File: config.mk
export PLATFORM = sky130hd
export DESIGN_NAME = rgb_color_format_converter
export DESIGN_NICKNAME = d
export VERILOG_FILES = /design/src/rgbcc_pkg.sv /design/src/rgbcc_convert.sv /design/src/rgb_color_format_converter.sv
export SDC_FILE = /design/constraint.sdc
export NUM_CORES = 1
export LEC_CHECK = 0
export ABC_AREA = 1
export BUFFER_PORTS_ARGS = -buffer_cell sky130_fd_sc_hd__buf_2
export CORE_MARGIN = 10
export CORE_UTILIZATION = 50
export CTS_CLUSTER_DIAMETER = 100
export CTS_CLUSTER_SIZE = 10
export DETAILED_ROUTE_END_ITERATION = 6
export PLACE_DENSITY = 0.88
export SYNTH_ARGS = -nofsm -noshare
export SYNTH_HDL_FRONTEND = slang
export SYNTH_SLANG_ARGS = --single-unit
File: constraint.sdc
create_clock -name clk -period 5.8 [get_ports clk]
set_input_delay 1.16 -clock clk [delete_from_list [all_inputs] [get_ports clk]]
set_output_delay 1.16 -clock clk [all_outputs]
set_load 0.02 [all_outputs]
File: src/rgbcc_pkg.sv
// Shared types and constants of the RGB colour format converter.
`default_nettype none

package rgbcc_pkg;

    localparam int COLOR_W = 24;
    localparam int FMT_W   = 2;
    localparam int PADDR_W = 3;
    localparam int PDATA_W = 32;

    // Register index of accurate_mode, as seen in paddr[2].
    localparam logic REG_ACCURATE_MODE = 1'b0;

    typedef enum logic [FMT_W-1:0] {
        FMT_888  = 2'd0,
        FMT_565  = 2'd1,
        FMT_332  = 2'd2,
        FMT_NONE = 2'd3
    } fmt_t;

endpackage

`default_nettype wire

File: src/rgbcc_convert.sv
// Combinational colour conversion between RGB888, RGB565 and RGB332.
`default_nettype none

module rgbcc_convert
    import rgbcc_pkg::*;
(
    input  wire logic [COLOR_W-1:0] color,
    input  wire fmt_t               src_fmt,
    input  wire fmt_t               tgt_fmt,
    input  wire logic               accurate,
    output logic      [COLOR_W-1:0] result
);

    logic [2:0] r3;
    logic [2:0] g3;
    logic [1:0] b2;
    logic [4:0] r5;
    logic [5:0] g6;
    logic [4:0] b5;

    logic [7:0] r332_8;
    logic [7:0] g332_8;
    logic [7:0] b332_8;
    logic [4:0] r332_5;
    logic [5:0] g332_6;
    logic [4:0] b332_5;
    logic [7:0] r565_8;
    logic [7:0] g565_8;
    logic [7:0] b565_8;

    assign r3 = color[7:5];
    assign g3 = color[4:2];
    assign b2 = color[1:0];
    assign r5 = color[15:11];
    assign g6 = color[10:5];
    assign b5 = color[4:0];

    // Each constant product stays within its channel width, so no carry is lost.
    always_comb
    begin
        if (accurate)
        begin
            r332_8 = 8'({5'b0, r3} * 8'd36) + 8'd3;
            g332_8 = 8'({5'b0, g3} * 8'd36) + 8'd3;
            b332_8 = 8'({6'b0, b2} * 8'd85);
            r332_5 = {r3, 2'b11};
            g332_6 = 6'({3'b0, g3} * 6'd9);
            b332_5 = 5'({3'b0, b2} * 5'd10);
            r565_8 = {r5, 3'b100};
            g565_8 = {g6, 2'b11};
            b565_8 = {b5, 3'b011};
        end
        else
        begin
            r332_8 = {r3, 5'b0};
            g332_8 = {g3, 5'b0};
            b332_8 = {b2, 6'b0};
            r332_5 = {r3, 2'b0};
            g332_6 = {g3, 3'b0};
            b332_5 = {b2, 3'b0};
            r565_8 = {r5, 3'b0};
            g565_8 = {g6, 2'b0};
            b565_8 = {b5, 3'b0};
        end
    end

    always_comb
    begin
        result = '0;
        unique case (src_fmt)
            FMT_332:
            begin
                if (tgt_fmt == FMT_888)
                    result = {r332_8, g332_8, b332_8};
                else if (tgt_fmt == FMT_565)
                    result = {8'b0, r332_5, g332_6, b332_5};
            end
            FMT_565:
            begin
                if (tgt_fmt == FMT_888)
                    result = {r565_8, g565_8, b565_8};
                else if (tgt_fmt == FMT_332)
                    result = {16'b0, color[15:13], color[10:8], color[4:3]};
            end
            FMT_888:
            begin
                if (tgt_fmt == FMT_565)
                    result = {8'b0, color[23:19], color[15:10], color[7:3]};
                else if (tgt_fmt == FMT_332)
                    result = {16'b0, color[23:21], color[15:13], color[7:6]};
            end
            default:
                result = '0;
        endcase
    end

endmodule

`default_nettype wire

File: src/rgb_color_format_converter.sv
// Top level of the RGB colour format converter: request register, conversion, result register.
//
//  channel  | signals                                        | direction
//  ---------+------------------------------------------------+----------
//  request  | req_valid, req_ready, color_in, source_format,  | in
//           | target_format                                  |
//  response | rsp_valid, rsp_ready, color_out                | out
//  config   | psel, penable, pwrite, paddr, pwdata, prdata,  | in/out
//           | pready                                         |
//
// One request enters every cycle while req_ready is high; its result is offered once it has moved
// from the request register through the converter into the result register.
// Reset empties both stages and sets accurate_mode to 1.
// A stalled response holds the result; the request stage still takes one more request.
`default_nettype none

module rgb_color_format_converter
    import rgbcc_pkg::*;
(
    input  wire logic               clk,
    input  wire logic               rst_n,

    input  wire logic               req_valid,
    output logic                    req_ready,
    input  wire logic [COLOR_W-1:0] color_in,
    input  wire logic [FMT_W-1:0]   source_format,
    input  wire logic [FMT_W-1:0]   target_format,

    output logic                    rsp_valid,
    input  wire logic               rsp_ready,
    output logic      [COLOR_W-1:0] color_out,

    input  wire logic               psel,
    input  wire logic               penable,
    input  wire logic               pwrite,
    input  wire logic [PADDR_W-1:0] paddr,
    input  wire logic [PDATA_W-1:0] pwdata,
    output logic      [PDATA_W-1:0] prdata,
    output logic                    pready
);

    logic               accurate_mode_reg;
    logic               accurate_mode_next;

    logic               req_valid_reg;
    logic               req_valid_next;
    logic [COLOR_W-1:0] color_reg;
    fmt_t               src_fmt_reg;
    fmt_t               tgt_fmt_reg;

    logic               rsp_valid_reg;
    logic               rsp_valid_next;
    logic [COLOR_W-1:0] color_out_reg;

    logic               take_req;
    logic               advance;
    logic [COLOR_W-1:0] converted;

    // ------------------------------------------------------------------
    // Configuration port
    // ------------------------------------------------------------------
    assign pready = 1'b1;

    always_comb
    begin
        accurate_mode_next = accurate_mode_reg;
        if (psel && penable && pwrite && (paddr[2] == REG_ACCURATE_MODE))
            accurate_mode_next = pwdata[0];
    end

    always_comb
    begin
        prdata = '0;
        if (paddr[2] == REG_ACCURATE_MODE)
            prdata = {{(PDATA_W-1){1'b0}}, accurate_mode_reg};
    end

    always_ff @(posedge clk or negedge rst_n)
    begin
        if (!rst_n)
            accurate_mode_reg <= 1'b1;
        else
            accurate_mode_reg <= accurate_mode_next;
    end

    // ------------------------------------------------------------------
    // Handshake: the result register moves on when empty or taken.
    // ------------------------------------------------------------------
    assign advance   = !rsp_valid_reg || rsp_ready;
    assign req_ready = !req_valid_reg || advance;
    assign take_req  = req_valid && req_ready;

    always_comb
    begin
        req_valid_next = req_valid_reg;
        if (take_req)
            req_valid_next = 1'b1;
        else if (advance)
            req_valid_next = 1'b0;

        rsp_valid_next = rsp_valid_reg;
        if (advance)
            rsp_valid_next = req_valid_reg;
    end

    always_ff @(posedge clk or negedge rst_n)
    begin
        if (!rst_n)
        begin
            req_valid_reg <= 1'b0;
            rsp_valid_reg <= 1'b0;
        end
        else
        begin
            req_valid_reg <= req_valid_next;
            rsp_valid_reg <= rsp_valid_next;
        end
    end

    always_ff @(posedge clk)
    begin
        if (take_req)
        begin
            color_reg   <= color_in;
            src_fmt_reg <= fmt_t'(source_format);
            tgt_fmt_reg <= fmt_t'(target_format);
        end
        if (advance && req_valid_reg)
            color_out_reg <= converted;
    end

    rgbcc_convert u_convert (
        .color    (color_reg),
        .src_fmt  (src_fmt_reg),
        .tgt_fmt  (tgt_fmt_reg),
        .accurate (accurate_mode_reg),
        .result   (converted)
    );

    assign rsp_valid = rsp_valid_reg;
    assign color_out = color_out_reg;

endmodule

`default_nettype wire

# After elaboration in Yosys (flattened, before gate mapping)

Index checks and enable logic that the tools add are counted.

Bits in registers: 55
Bits of input ports: 70
Output and inout bits: 59
Word-level logic and storage cells: 50

$add $sub $neg: 2
Multipliers: 5
Equal/unequal tests: 4
Mux-type cells: 19
Bitwise logic cells: 1
Reduce and logical (&&, ||, !) cells: 12

Operator list:

| operator              | count |
|---|---|
| $pmux W24 S3          | 1 |
| $mux W24              | 2 |
| $mux W8               | 5 |
| $mux W16              | 2 |
| $mul A3 B4 Y6 const B | 3 |
| $add A8 B2 Y8 const B | 2 |
| $mul A2 B7 Y8 const B | 1 |
| $mux W2               | 3 |
| $mux W6               | 1 |
| $logic_and A1 B1 Y1   | 5 |
| $mux W5               | 1 |
| $eq A2 B1 Y1 const B  | 2 |
| $eq A2 B2 Y1 const B  | 2 |
| $logic_not A2 Y1      | 2 |
| $mul A2 B3 Y4 const B | 1 |
| $mux W1               | 3 |
| $mux W3               | 1 |
| $logic_not A1 Y1      | 2 |
| $logic_or A1 B1 Y1    | 2 |
| $reduce_bool A2 Y1    | 1 |
| $not A1 Y1            | 1 |

# Longest topological paths before layout

Depth after elaboration: 5
Gate-level depth with buffers: 7
Mapped depth without buffers: 6

# Cells and area by module

Synthesis repeated with hierarchy kept, for this count alone.

Cell total of the unflattened synthesis: 290
Area total of the unflattened synthesis: 2869.0 um^2

By module, submodules not included:

| module                     | times used | cells each | area each (um^2) |
|---|---|---|---|
| rgb_color_format_converter | 1          | 108        | 1968.1 |
| rgbcc_convert              | 1          | 182        | 900.9 |

# Least setup slack after synthesis

OpenSTA, ideal clock, no wires.

Kind: input to register
From: input rsp_ready
To: register color_out_reg[0], in the netlist color_out[0], enable pin
Setup time: 0.411 ns
Data arrival time: 2.360 ns
Slack: 3.029 ns
Stages on the path: 2
Buffers on the path: 0
Cells stage by stage: inv_1 -> a21oi_1

Longest elaborated chain between the ends: 2

RTL lines:

| element              | line                              | RTL |
|---|---|---|
| start, declared      | rgb_color_format_converter.sv:30  | `input wire logic rsp_ready,` |
| $logic_or A1 B1 Y1   | rgb_color_format_converter.sv:89  | `assign advance = !rsp_valid_reg \|\| rsp_ready;` |
| $logic_and A1 B1 Y1  | rgb_color_format_converter.sv:128 | `if (advance && req_valid_reg)` |
| end signal, assigned | rgb_color_format_converter.sv:129 | `color_out_reg <= converted;` |
| end, declared        | rgb_color_format_converter.sv:53  | `logic [COLOR_W-1:0] color_out_reg;` |

Every way passes these cells.
A chain may end at the register's enable or synchronous reset.

# Worst setup path after layout

From: input rsp_ready
To: output req_ready

Longest elaborated chain between the ends: 2

RTL lines:

| element            | line                             | RTL |
|---|---|---|
| $logic_or A1 B1 Y1 | rgb_color_format_converter.sv:89 |  |
| $logic_or A1 B1 Y1 | rgb_color_format_converter.sv:90 | `assign req_ready = !req_valid_reg \|\| advance;` |
| end, declared      | rgb_color_format_converter.sv:24 | `output logic req_ready,` |

Every way passes these cells.

==> implementation parameters <==
Parameter                              Value

STA
  Max Slew Vio Count    0
  Final Cycle Share    48.3%
  Hold violation count in the final report    0
  Slew Limit Headroom    14.3%
  Number of failing setup endpoints in the final timing report    0
  Setup slack of the critical path after layout    3000 ps
  Unrepaired setup endpoints after global routing    false
  TNS Setup    0 ps
  Transition time at the pin with the least slew margin    1290 ps
  Minimum period implied by the final worst setup slack    2800 ps
  Max frequency    357 MHz
  Maximum clock skew at final layout    6.60 ps

GRT
  GRT Util Overall    14.6%
  Vias in the first global route    1,971
  Total congestion overflow    0
  Pin count of the biggest net entering global routing    26
  Antenna violations before repair    0
  Wire length of the first global-routing pass    9.99 mm

Clocking
  CTS Hold Buffers Added    0
  Worst-path clk slew    90 ps
  Clock root buffer    sky130_fd_sc_hd__clkbuf_8
  Skew-Pair Late Insertion Delay    300 ps
  TritonCTS clock tree    done
  Clock buffers created by TritonCTS    5
  Post-CTS setup buffers    0
  Maximum root-to-sink buffer count    2
  Number of H-tree levels    2
  Clock sink total    51
  Resized cells post-CTS    0

Layout
  Antenna diode instance count    0
  Fillers    473
  Net count of the finished layout    404
  Max reg flops    23
  Most common cell after layout, fill and taps aside    sky130_fd_sc_hd__nand2_1
  Highest-count cells in the layout ignoring fill and taps    sky130_fd_sc_hd__nand2_1, sky130_fd_sc_hd__buf_2, sky130_fd_sc_hd__nand3_1
  Fraction of final layout cells sized beyond drive strength 1    23.9%
  P&R area growth vs syn    12.6%

Power and ir drop
  Register share of total power    51.9%
  Part of the total power dissipated in combinational logic    17.0%
  Share of power burned in the clock network    31.0%
  VDD IR max    198 µV
  Switching fraction of total power    27.4%
  Pwr/cell area    307 mW/mm²
  Leakage power figure    1.38 nW
  Internal    0.661 mW
  Reported net switching power    0.249 mW

Synthesis
  Syn_area_per_cell    9.51 µm²
  Synth cell types    21
  Synthesis Warnings    0
  Largest cells by area after synthesis    sky130_fd_sc_hd__edfxtp_1, sky130_fd_sc_hd__nand2_1, sky130_fd_sc_hd__buf_4
  Cell count after synthesis    277
  Cell area after synthesis    0.00264 mm²
  Leading area contributor after synthesis    sky130_fd_sc_hd__edfxtp_1
  FF+latch count, synth    51
  Portion of the post-synthesis area used by sequential elements    57.6%
  Portion of synthesized cell area occupied by the leading cell type    54.7%

Detailed routing
  Number of design rule violations left after detail routing    0
  Average routed wire per standard cell    15.3 µm
  Antenna Nets Post-Route    0
  Vias post-DR    1,999
  Iter 0 DRT Violations    324
  Number of detailed-routing iterations run before antenna repair    5
  Final WL    6.19 mm
  Detail-routed via count per cell    4.94

Die
  Die width    92.6 µm
  Area of the die    0.00857 mm²
  Number of cell rows    26
  Overall die height    92.6 µm
  Total I/O pin count    129
  Core region area    0.00511 mm²
  Initial Utilization    51.6%

Status
  Run status    completed

Critical path
  Worst setup path category    in -> out
  Worst Path Max Fanout    3
  Data arrival at the endpoint of the critical path    1640 ps
  CP Capture Type    primary output
  Kind of launch point of the worst setup path    primary input
  Required time at the worst-slack endpoint    4640 ps

Flow run
  Max-cap violations    0

Hold path
  Hold/Removal Path Class    reg -> reg

Placement
  HPWL reported at the end of detailed placement    4.94 mm
  Pre-CTS WS    3000 ps
  PortBufs    60
  Final estimated routing congestion in global placement    0.905
per-stage QoR:
step,power [mW],cell area [µm²],hold WS [ps],util (%),cells
2_1_floorplan,0.600,2750,447,-,307
3_3_place_gp,0.632,2830,468,55.5,397
3_5_place_dp,0.635,2830,479,55.5,397
4_1_cts,0.913,2970,501,58.1,405
5_1_grt,0.953,2970,552,58.1,405
6_report,0.911,2970,505,58.1,405
logic make-up after synthesis:
family / count (synthesis) / synth area share (%)
DFF: 51 / 57.6
buffers and inverters: 60 / 14.4
and+or+nand+nor: 150 / 24.9
other: 2 / 0.285
AOI/OAI and AO/OA: 14 / 2.80
final timing paths:
| check | end | slack (ps) | depth (start not counted) | from |
|---|---|---|---|---|
| setup / recovery | req_ready | 3000 | 4 | rsp_ready |
| hold / removal | rsp_valid | 500 | 2 | req_valid_reg |
| max in group asynchronous | accurate_mode_reg | 4960 | 1 | rst_n |
| hold reg to reg | rsp_valid | 500 | 2 | req_valid_reg |
| setup reg to reg | color_out[12] | 3870 | 6 | tgt_fmt_reg[0] |
| min in group asynchronous | req_valid_reg | 640 | 1 | rst_n |
power groups by stage:
stage | combinational (mW) | clock, mW | sequential [mW]
2_1_floorplan | 0.105 | 0 | 0.495
3_3_place_gp | 0.153 | 0 | 0.479
3_5_place_dp | 0.155 | 0 | 0.481
4_1_cts | 0.155 | 0.286 | 0.472
5_1_grt | 0.172 | 0.303 | 0.477
6_report | 0.155 | 0.282 | 0.473
cells in the mapped netlist (all sizes together):
library cell and n:
nand2 83, nand3 50, edfxtp 48, buf 39, inv 20, nor2 15
a21oi 6, o21ai 5, o22ai 3, conb 2, dfrtp 2, clkbuf 1
dfstp 1, nand4 1, or2 1
worst max-delay path: stages:
cell and delay, ps:
sky130_fd_sc_hd__buf_2 100, sky130_fd_sc_hd__inv_1 90, sky130_fd_sc_hd__nand3_1 110, sky130_fd_sc_hd__buf_2 180
final cells by class:
type / instances / area, µm² / area share [%]
sequential: 51 / 1520 / 51.2
multi-input combinational: 196 / 853 / 28.8
timing repair buffer: 60 / 300 / 10.1
tap: 70 / 87.6 / 2.95
inverter: 20 / 75.1 / 2.53
clock buffer: 6 / 72.6 / 2.45
clock inverter: 2 / 60.1 / 2.02
per-layer routing:
layer  track usage, %  wire length [µm]  vias up
met5                0                 0        -
met4             3.08                31        0
met3             5.41               723        4
met2             24.8              3020      131
met1             17.3              2420      892
li1                 -                 -      972
No activity file was read; power rests on OpenSTA's default activity.
